### src/hw/rtl/ist_pkg.sv
// ----------------------------------------------------------------------------
// ist_pkg: shared types and constants of the integer set table
// Operation codes, result status codes and the request/result structs passed
// between the table front end and its scan engine.
// ----------------------------------------------------------------------------
package ist_pkg;

  // default number of slots in the set
  localparam int CAPACITY_DEF = 16;

  localparam int OP_W    = 2;
  localparam int DATA_W  = 32;
  localparam int COUNT_W = 5;

  // operation codes; any other code behaves as a query
  localparam logic [OP_W-1:0] OP_ADD    = 2'd0;
  localparam logic [OP_W-1:0] OP_REMOVE = 2'd1;
  localparam logic [OP_W-1:0] OP_QUERY  = 2'd2;

  typedef enum logic [1:0] {
    ST_DONE     = 2'd0,
    ST_NOCHANGE = 2'd1,
    ST_FULL     = 2'd2
  } status_t;

  typedef struct packed {
    logic [OP_W-1:0]   opcode;
    logic [DATA_W-1:0] value;
  } req_t;

  typedef struct packed {
    logic               found;
    logic [COUNT_W-1:0] count;
    status_t            status;
  } res_t;

endpackage

### src/hw/rtl/integer_set_table.sv
// ----------------------------------------------------------------------------
// integer_set_table: set of distinct signed 32-bit values
// Add, remove or query one value per request; each request returns whether
// the value was present, the element count afterwards and a status.
// ----------------------------------------------------------------------------
// flow: a request scans the stored entries up to a hit or the last one, with
//   no scan on an empty set; a hit remove below the tail then compacts
// throughput: the engine takes one request at a time and accepts the next
//   once its result has moved into the output register; the single comparator
//   reads one stored entry per cycle
// reset: synchronous active-low rst_n empties the set and clears both sides
module integer_set_table #(
  parameter int CAPACITY = ist_pkg::CAPACITY_DEF
) (
  input  logic                              clk,
  input  logic                              rst_n,
  // request channel
  input  logic                              in_valid,
  output logic                              in_stall,
  input  logic [ist_pkg::OP_W-1:0]          in_opcode,
  input  logic signed [ist_pkg::DATA_W-1:0] in_value,
  // result channel
  output logic                              out_valid,
  input  logic                              out_stall,
  output logic                              out_found,
  output logic [ist_pkg::COUNT_W-1:0]       out_count,
  output logic [1:0]                        out_status
);

  ist_pkg::req_t req;
  ist_pkg::res_t res;
  logic          req_ready;
  logic          res_valid;
  logic          res_take;

  logic                        out_valid_r;
  logic                        out_found_r;
  logic [ist_pkg::COUNT_W-1:0] out_count_r;
  logic [1:0]                  out_status_r;

  // raw bit pattern goes to the engine, only equality matters
  assign req.opcode = in_opcode;
  assign req.value  = in_value;

  // a request is taken only while the engine sits idle
  assign in_stall = !req_ready;

  ist_engine #(
    .CAPACITY (CAPACITY)
  ) u_engine (
    .clk       (clk),
    .rst_n     (rst_n),
    .req_valid (in_valid),
    .req       (req),
    .req_ready (req_ready),
    .res_valid (res_valid),
    .res       (res),
    .res_take  (res_take)
  );

  // output register: engine result moves in when the slot is empty or
  // the downstream side takes the current one this cycle
  assign res_take = res_valid && (!out_valid_r || !out_stall);

  always_ff @(posedge clk) begin
    if (!rst_n) begin
      out_valid_r <= 1'b0;
    end else if (res_take) begin
      out_valid_r <= 1'b1;
    end else if (!out_stall) begin
      out_valid_r <= 1'b0;
    end
    if (res_take) begin
      out_found_r  <= res.found;
      out_count_r  <= res.count;
      out_status_r <= res.status;
    end
  end

  assign out_valid  = out_valid_r;
  assign out_found  = out_found_r;
  assign out_count  = out_count_r;
  assign out_status = out_status_r;

endmodule

### src/hw/rtl/ist_engine.sv
// ----------------------------------------------------------------------------
// ist_engine: scan and update sequencer of the integer set table
// Holds the entry memory and the element count; one comparator walks the
// stored entries, remove compacts the tail one entry per cycle.
// ----------------------------------------------------------------------------
module ist_engine #(
  parameter int CAPACITY = ist_pkg::CAPACITY_DEF
) (
  input  logic          clk,
  input  logic          rst_n,
  input  logic          req_valid,
  input  ist_pkg::req_t req,
  output logic          req_ready,
  output logic          res_valid,
  output ist_pkg::res_t res,
  input  logic          res_take
);

  localparam int IW       = (CAPACITY > 1) ? $clog2(CAPACITY) : 1;
  localparam int CW       = $clog2(CAPACITY + 1);
  localparam int DW       = ist_pkg::DATA_W;
  localparam int CntOutW  = ist_pkg::COUNT_W;

  typedef enum logic [2:0] {
    S_IDLE,
    S_SCAN,
    S_DECIDE,
    S_SHIFT,
    S_RESP
  } state_t;

  state_t                     state_r, state_nxt;
  logic [ist_pkg::OP_W-1:0]   op_r, op_nxt;
  logic [DW-1:0]              val_r, val_nxt;
  logic [CW-1:0]              cnt_r, cnt_nxt;
  logic [CW-1:0]              rd_idx_r, rd_idx_nxt;
  logic [CW-1:0]              cmp_idx_r, cmp_idx_nxt;
  logic                       cmp_vld_r, cmp_vld_nxt;
  logic                       hit_r, hit_nxt;
  logic [CW-1:0]              slot_r, slot_nxt;
  ist_pkg::status_t           status_r, status_nxt;

  logic [DW-1:0]              mem [CAPACITY];
  logic [DW-1:0]              rd_data_r;
  logic                       mem_we;
  logic [IW-1:0]              wr_addr;
  logic [DW-1:0]              wr_data;
  logic [IW-1:0]              rd_addr;

  logic                       hit_now;
  logic                       last_cmp;
  logic                       more_to_read;
  logic [CW-1:0]              sh_dst;
  logic [CW-1:0]              slot_next;

  // entry memory: one write and one registered read per cycle
  always_ff @(posedge clk) begin
    if (mem_we) begin
      mem[wr_addr] <= wr_data;
    end
    rd_data_r <= mem[rd_addr];
  end

  assign rd_addr      = rd_idx_r[IW-1:0];
  assign hit_now      = cmp_vld_r && (rd_data_r == val_r);
  assign last_cmp     = cmp_vld_r && ((cmp_idx_r + CW'(1)) == cnt_r);
  assign more_to_read = rd_idx_r < cnt_r;
  assign sh_dst       = cmp_idx_r - CW'(1);
  assign slot_next    = slot_r + CW'(1);

  always_comb begin
    state_nxt   = state_r;
    op_nxt      = op_r;
    val_nxt     = val_r;
    cnt_nxt     = cnt_r;
    rd_idx_nxt  = rd_idx_r;
    cmp_idx_nxt = cmp_idx_r;
    cmp_vld_nxt = cmp_vld_r;
    hit_nxt     = hit_r;
    slot_nxt    = slot_r;
    status_nxt  = status_r;
    mem_we      = 1'b0;
    wr_addr     = cnt_r[IW-1:0];
    wr_data     = val_r;

    unique case (state_r)
      S_IDLE: begin
        if (req_valid) begin
          op_nxt      = req.opcode;
          val_nxt     = req.value;
          rd_idx_nxt  = '0;
          cmp_vld_nxt = 1'b0;
          hit_nxt     = 1'b0;
          state_nxt   = (cnt_r == '0) ? S_DECIDE : S_SCAN;
        end
      end

      S_SCAN: begin
        if (hit_now) begin
          hit_nxt     = 1'b1;
          slot_nxt    = cmp_idx_r;
          cmp_vld_nxt = 1'b0;
          state_nxt   = S_DECIDE;
        end else if (last_cmp) begin
          hit_nxt     = 1'b0;
          cmp_vld_nxt = 1'b0;
          state_nxt   = S_DECIDE;
        end else if (more_to_read) begin
          cmp_vld_nxt = 1'b1;
          cmp_idx_nxt = rd_idx_r;
          rd_idx_nxt  = rd_idx_r + CW'(1);
        end else begin
          cmp_vld_nxt = 1'b0;
        end
      end

      S_DECIDE: begin
        state_nxt = S_RESP;
        unique case (op_r)
          ist_pkg::OP_ADD: begin
            if (hit_r) begin
              status_nxt = ist_pkg::ST_NOCHANGE;
            end else if (cnt_r >= CW'(CAPACITY)) begin
              status_nxt = ist_pkg::ST_FULL;
            end else begin
              mem_we     = 1'b1;
              cnt_nxt    = cnt_r + CW'(1);
              status_nxt = ist_pkg::ST_DONE;
            end
          end
          ist_pkg::OP_REMOVE: begin
            if (!hit_r) begin
              status_nxt = ist_pkg::ST_NOCHANGE;
            end else if (slot_next < cnt_r) begin
              // later entries move down one slot
              rd_idx_nxt  = slot_next;
              cmp_vld_nxt = 1'b0;
              state_nxt   = S_SHIFT;
            end else begin
              cnt_nxt    = cnt_r - CW'(1);
              status_nxt = ist_pkg::ST_DONE;
            end
          end
          default: begin
            status_nxt = hit_r ? ist_pkg::ST_DONE : ist_pkg::ST_NOCHANGE;
          end
        endcase
      end

      S_SHIFT: begin
        if (cmp_vld_r) begin
          mem_we  = 1'b1;
          wr_addr = sh_dst[IW-1:0];
          wr_data = rd_data_r;
        end
        if (last_cmp) begin
          cnt_nxt     = cnt_r - CW'(1);
          status_nxt  = ist_pkg::ST_DONE;
          cmp_vld_nxt = 1'b0;
          state_nxt   = S_RESP;
        end else if (more_to_read) begin
          cmp_vld_nxt = 1'b1;
          cmp_idx_nxt = rd_idx_r;
          rd_idx_nxt  = rd_idx_r + CW'(1);
        end else begin
          cmp_vld_nxt = 1'b0;
        end
      end

      S_RESP: begin
        if (res_take) begin
          state_nxt = S_IDLE;
        end
      end

      default: begin
        state_nxt = S_IDLE;
      end
    endcase
  end

  always_ff @(posedge clk) begin
    if (!rst_n) begin
      state_r   <= S_IDLE;
      cnt_r     <= '0;
      cmp_vld_r <= 1'b0;
    end else begin
      state_r   <= state_nxt;
      cnt_r     <= cnt_nxt;
      cmp_vld_r <= cmp_vld_nxt;
    end
    op_r      <= op_nxt;
    val_r     <= val_nxt;
    rd_idx_r  <= rd_idx_nxt;
    cmp_idx_r <= cmp_idx_nxt;
    hit_r     <= hit_nxt;
    slot_r    <= slot_nxt;
    status_r  <= status_nxt;
  end

  assign req_ready  = (state_r == S_IDLE);
  assign res_valid  = (state_r == S_RESP);
  assign res.found  = hit_r;
  assign res.count  = CntOutW'(cnt_r);
  assign res.status = status_r;

`ifndef NO_ASSERTIONS
  a_cnt_bound: assert property (@(posedge clk) disable iff (!rst_n)
    cnt_r <= CW'(CAPACITY))
    else $error("element count above capacity");

  a_write_place: assert property (@(posedge clk) disable iff (!rst_n)
    mem_we |-> (state_r == S_DECIDE || state_r == S_SHIFT))
    else $error("entry write outside update phase");

  a_full_no_hit: assert property (@(posedge clk) disable iff (!rst_n)
    (res_valid && status_r == ist_pkg::ST_FULL) |-> (!hit_r && cnt_r == CW'(CAPACITY)))
    else $error("full status with hit or room left");

  a_accept_busy: assert property (@(posedge clk) disable iff (!rst_n)
    (req_valid && req_ready) |=> !req_ready)
    else $error("engine idle right after a request");
`endif

endmodule

### config.mk
export PLATFORM = sky130hd
export DESIGN_NAME = integer_set_table
export DESIGN_NICKNAME = d
export VERILOG_FILES = /design/src/hw/rtl/ist_pkg.sv /design/src/hw/rtl/integer_set_table.sv /design/src/hw/rtl/ist_engine.sv
export SDC_FILE = /design/constraint.sdc
export NUM_CORES = 1
export LEC_CHECK = 0
export CORE_ASPECT_RATIO = 1.4
export CORE_MARGIN = 3
export CORE_UTILIZATION = 64
export DETAILED_ROUTE_END_ITERATION = 10
export DONT_BUFFER_PORTS = 1
export MAX_ROUTING_LAYER = met4
export PLACE_DENSITY = 0.9
export SETUP_SLACK_MARGIN = 0.15
export SLEW_MARGIN = 10
export SYNTH_ARGS = -nofsm -noshare
export SYNTH_HDL_FRONTEND = slang
export SYNTH_SLANG_ARGS = --single-unit
export TNS_END_PERCENT = 20
### constraint.sdc
create_clock -name clk -period 8 [get_ports clk]
set_input_delay 2.4 -clock clk [delete_from_list [all_inputs] [get_ports clk]]
set_output_delay 2.4 -clock clk [all_outputs]
set_load 0.01 [all_outputs]
==> reports/qor.yml, run 1 <==
period_minus_slack_ns: 4.01
ctsHtreeMaxLevel: 2
grt_usage_pct: 28.1
clock-sinks: 614
rrSetupSlack_ns: 4.19
dr.pass1.iters: 5
setup_viol: 0
post_cts_resized: 0
cap_violations: 0
initialDrtViolationCount: 1328
dieArea_um2: 39800
cts_setup_buffers: 0
path_cells: "or3_1"
final_common_cell: "edfxtp_1"
end_kind: "primary output"
crit_buf_inv: 0
die_y_um: 235
finalCritPeriodShare_pct: 50.1
coreArea_um2: 36800
p_per_area_nw_per_um2: 331
worstSetupEndpoint: "in_stall"
wl_per_cell_um: 32.4
max_stage_delay_ns: 0.54
crit_type: "reg2out"
clkLatencyLatePin_ns: 0.59
status: "complete, no violations"
finalHoldViolCount: 0
seq_area_frac_synth_pct: 75.3
root_buffer: "clkbuf_16"
ant_nets: 0
tns_ns: 0
min_path_type: "reg2reg"
final_cell_mix: "edfxtp_1, mux4_2, clkbuf_16"
vdd_ir_drop_max_mv: 0.280
crit_fanout: 15
worst-slew-pin-transition_ns: 1.26
slew_violations: 0
reg2reg_to: "u_engine.mem[12][27]$_DFFE_PP_"
cts_tree: "yes"
remaining_drc_errors: 0
synth_seq_cells: 614
wirelength_um: 52900
grt_pass1_wl_um: 78900
synth_fp_nets: 1150
antenna_found_initial: 4
fin_area_um2: 26100
final_cells: 1630
synth_area_um2: 23900
rows: 83
p_leak_nw: 8.09
slowest_stage: "or3_1"
synth_flop_cell: "edfxtp_1"
crit_required_ns: 5.60
die_w_um: 169
synth_cell_types: 60
async_flop_share_pct: 0
fin_util_pct: 70.9
grt_pass1_vias: 11950
clock.fmax_mhz: 250
grt_setup_unrepaired: "false"
cp-start-kind: "register"
r2r-start: "u_engine.state_r[1]$_SDFFE_PN0P_"
num_vias: 11472
portBuffers: 0
dp_hpwl_um: 27000
drive_gt1_share_pct: 26.3
rr_worst_depth: 7
grt-ovfl-total: 0
placed_area_um2: 24400
min_path_cells: 0
synth_cells: 1098
skew_ns: 0.0241
fill_cells: 2010
place_inst: 1529
area_delta_synth_final_pct: 8.94
final_nets: 1169
path_clk_slew_ns: 0.06
ios: 48
critical_path.top_delay_family: "simple AND/OR/NAND/NOR gates"
numCtsBuffers: 52
avgSynthCellArea_um2: 21.8
setup.worst_path.start: "u_engine.state_r[0]$_SDFFE_PN0P_"
clockBufferDepth: 3
start_util_pct: 65.1
synth_edf_count: 572
whs_ns: 0.431
gp_congestion: 0.882
ys.warnings.count: 0
cp.depth: 1
slew_headroom_pct: 15.9
via_per_inst: 7.04
arrival_ns: 1.61
hold_buffers: 0
grt_max_degree: 133
area by class of cell:
class                   instances  area (µm²)  share of cell area [%]
well taps                     467         584                    2.24
diodes                          4        10.0                  0.0384
clock inverters                25         184                   0.706
multi-input cells             424        5670                    21.8
clock buffers                  71        1410                    5.43
flip-flops and latches        614       18000                    69.1
repair buffers                 12         128                   0.490
inverters                      13        48.8                   0.187
where the power goes:
part	switching, W	internal [W]	total (W)
combinational	0.00112	0.000991	0.00211
sequential	0.000180	0.00392	0.00410
clock	0.00111	0.00131	0.00242
total	0.00241	0.00622	0.00863
synth_stat cells, types with 3 or more instances:
| library cell | count | area share [%] |
|---|---|---|
| nand4_1 | 10 | 0.26 |
| buf_1 | 11 | 0.17 |
| buf_6 | 9 | 0.42 |
| o21a_1 | 5 | 0.16 |
| edfxtp_1 | 572 | 72 |
| and3_1 | 8 | 0.21 |
| mux2_2 | 33 | 1.6 |
| xor2_1 | 9 | 0.33 |
| o21ai_1 | 3 | 0.063 |
| ha_1 | 14 | 0.73 |
| nor3_1 | 6 | 0.13 |
| clkbuf_1 | 15 | 0.24 |
| mux4_2 | 160 | 15 |
| a21oi_1 | 9 | 0.19 |
| nand2_1 | 24 | 0.38 |
| nor2_1 | 26 | 0.41 |
| a31oi_1 | 3 | 0.078 |
| nand3_1 | 12 | 0.25 |
| dfxtp_1 | 42 | 3.5 |
| nand2b_1 | 4 | 0.10 |
| inv_1 | 13 | 0.20 |
| mux2i_1 | 4 | 0.17 |
| o21ai_0 | 7 | 0.15 |
| and2_1 | 8 | 0.21 |
| buf_2 | 10 | 0.21 |
| xnor2_1 | 38 | 1.4 |
sequential cells by signal, indices dropped and copies added (netlist names):
signal and cells:
out_count 5, out_found 1, u_engine.hit_r 1, u_engine.val_r 32, u_engine.status_r 2, u_engine.slot_r 5
u_engine.cnt_r 5, out_valid 1, u_engine.cmp_idx_r 5, u_engine.mem 512, u_engine.cmp_vld_r 1, out_status 2
u_engine.op_r 2, u_engine.rd_idx_r 5, u_engine.state_r 3, u_engine.rd_data_r 32
metal layers:
layer	GRT usage [%]	vias to the layer above	share of wire, %
li1	-	4604	-
met2	44.9	768	52
met5	-	-	0
met3	4.81	169	8.2
met1	36.0	5931	35
met4	12.9	0	4.9
stage by stage:
step                power (W)  worst slack [ns]
floorplan             0.00572              3.71
global placement      0.00614              4.56
detailed placement    0.00623              4.29
CTS                   0.00866              4.01
global route          0.00891              3.97
finish                0.00863              3.99
kinds of logic after synthesis:
kind of cell / share of synthesized area [%]
buffers and inverters: 1.31
muxes: 16.8
DFF: 75.3
and+or+nand+nor: 2.55
xor gates and xnor gates: 1.79
AOI/OAI and AO/OA: 1.51
adders and majority gates: 0.732
how the worst min path moves through the flow:
stage | startpoint | to | slack [ns]
floorplan | u_engine.status_r[0]$_SDFFCE_PP0P_ | out_status[0]$_DFFE_PP_ | 0.40
global placement | u_engine.status_r[1]$_SDFFCE_PP0P_ | out_status[1]$_DFFE_PP_ | 0.41
detailed placement | u_engine.status_r[1]$_SDFFCE_PP0P_ | out_status[1]$_DFFE_PP_ | 0.42
CTS | u_engine.status_r[1]$_SDFFCE_PP0P_ | out_status[1]$_DFFE_PP_ | 0.43
global route | u_engine.status_r[1]$_SDFFCE_PP0P_ | out_status[1]$_DFFE_PP_ | 0.43
finish | u_engine.status_r[1]$_SDFFCE_PP0P_ | out_status[1]$_DFFE_PP_ | 0.43
Note: power is estimated with default switching activity, not from simulation.
==> run 2, diff against run 1 <==
Settings changed: ABC_AREA set to 1, CORE_UTILIZATION 64 to 63, PLACE_DENSITY 0.9 to 0.89.
Clock period 8 ns to 3.77 ns, I/O delays scaled along.
==> reports/qor.yml, run 2 <==
place_inst: 2407
gp_congestion: 1.05
remaining_drc_errors: 0
via_per_inst: 6.88
post_cts_resized: 0
clkLatencyLatePin_ns: 0.62
wl_per_cell_um: 27.3
top_layer_used: "met4"
worst-slew-pin-transition_ns: 1.44
p_leak_nw: 9.21
crit_required_ns: 4.07
synth_largest_area_cell: "edfxtp_1"
initialDrtViolationCount: 3393
ctsHtreeMaxLevel: 2
clock-sinks: 614
final_common_cell: "edfxtp_1"
cap_violations: 0
numCtsBuffers: 52
crit_fanout: 18
hold_buffers: 0
m1WireLength_um: 21500
cts_setup_buffers: 0
drive_gt1_share_pct: 9.50
synth_fp_nets: 1994
portBuffers: 0
min_path_type: "reg2reg"
grt-ovfl-total: 0
dp_hpwl_um: 39600
grt_max_degree: 193
setup_slack_ns: 0.858
rows: 84
root_buffer: "clkbuf_16"
final_nets: 1997
largest_register_ffs: 512
seq_area_frac_synth_pct: 73.5
synth_area_um2: 24500
die_w_um: 173
grt_usage_pct: 33.6
ys.warnings.count: 0
grt_setup_unrepaired: "false"
synth_flop_cell: "edfxtp_1"
tns_ns: 0
ys_top_cells_by_count: "edfxtp_1, nand2_1, o21ai_0"
route.met3.wl_um: 9960
finalCritPeriodShare_pct: 77.2
ios: 48
antenna_found_initial: 5
setup_viol: 0
post-place-ws_ns: 0.960
min_path_cells: 0
reg_top3: "u_engine.mem: 512 flops, u_engine.rd_data_r: 32 flops, u_engine.val_r: 32 flops"
die_y_um: 239
synth_cell_types: 39
grt_pass1_vias: 16995
cts_tree: "yes"
slew_headroom_pct: 3.20
async_flop_share_pct: 0
clockBufferDepth: 3
cp-start-kind: "register"
ant_nets: 0
slew_violations: 0
status: "complete, no violations"
clock.fmax_mhz: 343
arrival_ns: 3.21
rr_worst_depth: 7
grt_pass1_wl_um: 102000
path_clk_slew_ns: 0.06
vdd_ir_drop_max_mv: 0.627
finalHoldViolCount: 0
ys_top_cells_by_area: "edfxtp_1, o21ai_0, nand2_1, dfxtp_1, nor2_1"
skew_ns: 0.0266
synth_seq_cells: 614
end_kind: "register"
fill_cells: 2176
regMostFlops: "u_engine.mem"
final_cell_mix: "edfxtp_1, nand2_1, o21ai_0"
synth_edf_count: 572
coreArea_um2: 37900
area_delta_synth_final_pct: 10.7
dieArea_um2: 41300
wirelength_um: 68500
dr.pass1.iters: 7
synth_cells: 1942
p_per_area_nw_per_um2: 757
period_minus_slack_ns: 2.91
final_cells: 2510
wl_met2_um: 32300
num_vias: 17272
start_util_pct: 64.6
synth.top_cell.area_share_pct: 70.1
crit_type: "reg2reg"
avgSynthCellArea_um2: 12.6
yosysMostFrequentCell: "edfxtp_1"
[run 2: cell types whose count changed after synthesis, sizes merged, moves of 13 or more]
| cell | change |
|---|---|
| a21oi | +138 |
| clkbuf | +59 |
| inv | +95 |
| mux2 | -33 |
| mux4 | -160 |
| nand2 | +238 |
| nand3 | +13 |
| nor2 | +192 |
| o21ai | +253 |
| o221ai | +64 |
| o22ai | +63 |
| xnor2 | -30 |
[run 2: path summary, 6_finish.rpt]
path	from	endpoint	slack (ns)
setup / recovery	u_engine.state_r[1]$_SDFFE_PN0P_	u_engine.mem[7][19]$_DFFE_PP_	0.86
hold / removal	u_engine.status_r[1]$_SDFFCE_PP0P_	out_status[1]$_DFFE_PP_	0.43
setup reg to reg	u_engine.state_r[1]$_SDFFE_PN0P_	u_engine.mem[7][19]$_DFFE_PP_	0.86
hold reg to reg	u_engine.status_r[1]$_SDFFCE_PP0P_	out_status[1]$_DFFE_PP_	0.43
[run 2: worst max-delay path, cell delays in order, from the launching register on]
cell	delay [ns]
dfxtp_1	0.52
inv_2	0.11
nor3_4	0.34
nand2_2	0.14
o31ai_4	0.34
nand3_2	0.31
nor2_4	0.55
buf_4	0.30
[run 2: area by class of cell]
type                    instances  area, µm²  share of cell area, %
flip-flops and latches        614      18000                   66.4
multi-input cells            1116       5810                   21.4
clock buffers                  76       1490                   5.50
well taps                     516        646                   2.38
repair buffers                 53        561                   2.07
inverters                     108        410                   1.51
clock inverters                22        198                  0.728
diodes                          5       12.5                 0.0461
[run 2: cell families after synthesis]
kind of cell | count (synthesis) | synth area share, %
flops | 614 | 73.5
fa+ha+maj | 14 | 0.715
mux | 2 | 0.0817
buf+inv | 212 | 3.40
xor+xnor | 18 | 0.643
compound gates | 544 | 12.6
simple gates | 538 | 9.05
[run 2: metal layers]
metal | GRT usage, % | up-vias
met5 | - | -
met4 | 19.1 | 0
met3 | 7.82 | 388
met2 | 52.2 | 1680
met1 | 41.2 | 8107
li1 | - | 7097
[run 2: power breakdown]
| group | internal (W) | switching [W] |
|---|---|---|
| Combinational | 0.00171 | 0.00478 |
| Sequential | 0.00825 | 0.000510 |
| Clock | 0.00291 | 0.00241 |
| Total | 0.0129 | 0.00770 |
[run 2: through the flow]
stage / instance area, µm² / utilization (%) / total power, W / hold WS, ns
finish: 27100 / 71.5 / 0.0206 / 0.431
global placement: 25400 / 67.0 / 0.0145 / 0.418
CTS: 27100 / 71.5 / 0.0202 / 0.436
floorplan: 24500 / - / 0.0125 / 0.400
global route: 27100 / 71.5 / 0.0212 / 0.441
detailed placement: 25400 / 67.0 / 0.0148 / 0.421
==> run 3, diff against run 2 <==
Settings changed: CORE_UTILIZATION 63 to 57, PLACE_DENSITY 0.89 to 0.85.
Clock period 3.77 ns to 2.5 ns, I/O delays scaled along.
==> reports/qor.yml, run 3 (same netlist as run 2, synthesis figures left out) <==
coreArea_um2: 42300
remaining_drc_errors: 0
rrSetupSlack_ns: 0.18
arrival_ns: 2.61
diodes: 0
area_delta_synth_final_pct: 14.2
via_per_inst: 6.58
grt-ovfl-total: 0
start_util_pct: 57.9
slew_headroom_pct: 54.5
grt_pass1_vias: 16981
cts_tree: "yes"
tns_ns: 0
setup_viol: 0
reg_top3: "u_engine.mem: 512 flops, u_engine.rd_data_r: 32 flops, u_engine.val_r: 32 flops"
clock.fmax_mhz: 431
wirelength_um: 65200
crit_fanout: 5
final_cells: 2590
min_path_cells: 0
dr.pass1.iters: 6
crit_required_ns: 2.79
path_cells: "inv_2 > ha_1 > o21ai_0 > nor3_1 > nand2_1 > inv_1 > nand2_1 > nand3_1 > nor2_1 > nand2_1 > inv_1"
grt_usage_pct: 28.7
min_path_type: "in2reg"
end_kind: "register"
fin_util_pct: 66.1
power_frac_seq_pct: 42.2
p_per_area_nw_per_um2: 1110
ios: 48
die_w_um: 181
crit_buf_inv: 3
grt_setup_unrepaired: "true"
die_y_um: 251
wl_per_cell_um: 25.2
slowest_stage: "edfxtp_1"
ant_nets: 0
clockPowerShare_pct: 26.3
dieArea_um2: 45600
gp_congestion: 0.982
initialDrtViolationCount: 2636
status: "complete, no violations"
slew_violations: 0
period_minus_slack_ns: 2.32
setup_slack_ns: 0.182
p_sw_w: 0.0112
finalHoldViolCount: 0
numCtsBuffers: 53
rows: 89
finalCritPeriodShare_pct: 92.7
grt_max_degree: 104
path_clk_slew_ns: 0.07
vdd_ir_drop_max_mv: 0.961
regMostFlops: "u_engine.mem"
root_buffer: "clkbuf_16"
clockBufferDepth: 3
portBuffers: 0
skew_ns: 0.0177
reg2reg_to: "u_engine.cmp_idx_r[1]$_DFFE_PP_"
final_common_cell: "edfxtp_1"
critical_path.top_delay_family: "simple AND/OR/NAND/NOR gates"
r2r-start: "u_engine.cmp_idx_r[0]$_DFFE_PP_"
antenna_found_initial: 0
final_cell_mix: "edfxtp_1, nand2_1, o21ai_0"
num_vias: 17055
cap_violations: 0
power_frac_comb_pct: 31.5
final_nets: 2052
max_stage_delay_ns: 0.44
drive_gt1_share_pct: 12.7
clock-sinks: 614
dp_hpwl_um: 37500
holdPathEnd: "u_engine.val_r[0]$_DFFE_PP_"
p_leak_nw: 9.56
crit_top_cell: "nand2_1"
clkLatencyLatePin_ns: 0.59
crit_type: "reg2reg"
rr_worst_depth: 11
cp-start-kind: "register"
place_inst: 2484
hold_start: "in_value[0]"
ctsHtreeMaxLevel: 2
post-place-ws_ns: 0.0969
worst-slew-pin-transition_ns: 0.680
sw_frac_of_total_pct: 36.2
p_int_w: 0.0198
grt_pass1_wl_um: 97300
largest_register_ffs: 512
==> run 3: changes by cell type in the layout (fill, tap and decap cells not counted), sizes merged <==
cell and delta:
buf +54, bufinv +1, clkbuf -9, clkinv +1
clkinvlp +6, diode -5, inv +2
==> run 3: what timing repair did <==
action                     in CTS  in global routing
setup endpoints to repair     325                531
setup buffers                   0                  7
gates resized for setup         1                 20
pin swaps                       0                  6
hold buffers                    0                  0
==> run 3: area by class of cell <==
class,instances,area [µm²]
fill,2679,14300
multi-input combinational,1116,5880
clock inverter,32,293
clock buffer,67,1440
timing repair buffer,107,1250
tap,546,683
sequential,614,18000
inverter,108,410
==> run 3: worst register-to-register path: stages, from the launching register on <==
cell and delay [ns]:
edfxtp_1 0.44, inv_2 0.07, ha_1 0.38, o21ai_0 0.27
nor3_1 0.07, nand2_1 0.06, inv_1 0.06, nand2_1 0.12
nand3_1 0.12, nor2_1 0.11, nand2_1 0.13, inv_1 0.19
==> run 3: per-layer routing <==
metal	vias up	track usage [%]	share of wire, %	wire length (µm)
li1	7214	-	-	-
met1	8094	33.6	33	21600
met2	1418	46.2	49	31800
met3	329	5.31	11	7440
met4	0	17.9	6.8	4410
met5	-	-	0	0
==> run 3: power by group through the flow <==
stage / Clock, W / Sequential [W] / Combinational, W
3_3_place_gp: 0 / 0.0132 / 0.00889
6_report: 0.00817 / 0.0131 / 0.00976
3_5_place_dp: 0 / 0.0132 / 0.00918
5_1_grt: 0.00858 / 0.0131 / 0.0105
2_1_floorplan: 0 / 0.0130 / 0.00593
4_1_cts: 0.00821 / 0.0131 / 0.00938
==> run 3: worst max-delay path by stage <==
stage / from / end / slack (ns) / cells after the start
floorplan: u_engine.state_r[1]$_SDFFE_PN0P_ / u_engine.mem[0][0]$_DFFE_PP_ / -0.12 / 6
global placement: u_engine.slot_r[0]$_DFFE_PP_ / u_engine.rd_idx_r[0]$_DFFE_PP_ / 0.16 / 12
detailed placement: u_engine.state_r[0]$_SDFFE_PN0P_ / u_engine.mem[4][27]$_DFFE_PP_ / 0.1 / 9
CTS: u_engine.state_r[0]$_SDFFE_PN0P_ / u_engine.mem[14][5]$_DFFE_PP_ / 0.10 / 9
global route: u_engine.slot_r[0]$_DFFE_PP_ / u_engine.cnt_r[0]$_SDFFE_PN0P_ / 0.04 / 14
finish: u_engine.cmp_idx_r[0]$_DFFE_PP_ / u_engine.cmp_idx_r[1]$_DFFE_PP_ / 0.18 / 11
==> run 3: per-stage QoR <==
step           power, W  hold WS (ns)  area (µm²)
2_1_floorplan    0.0189         0.400       24600
3_3_place_gp     0.0221         0.420       26100
3_5_place_dp     0.0224         0.426       26100
4_1_cts          0.0306         0.237       27800
5_1_grt          0.0322         0.233       28000
6_report         0.0310         0.253       28000
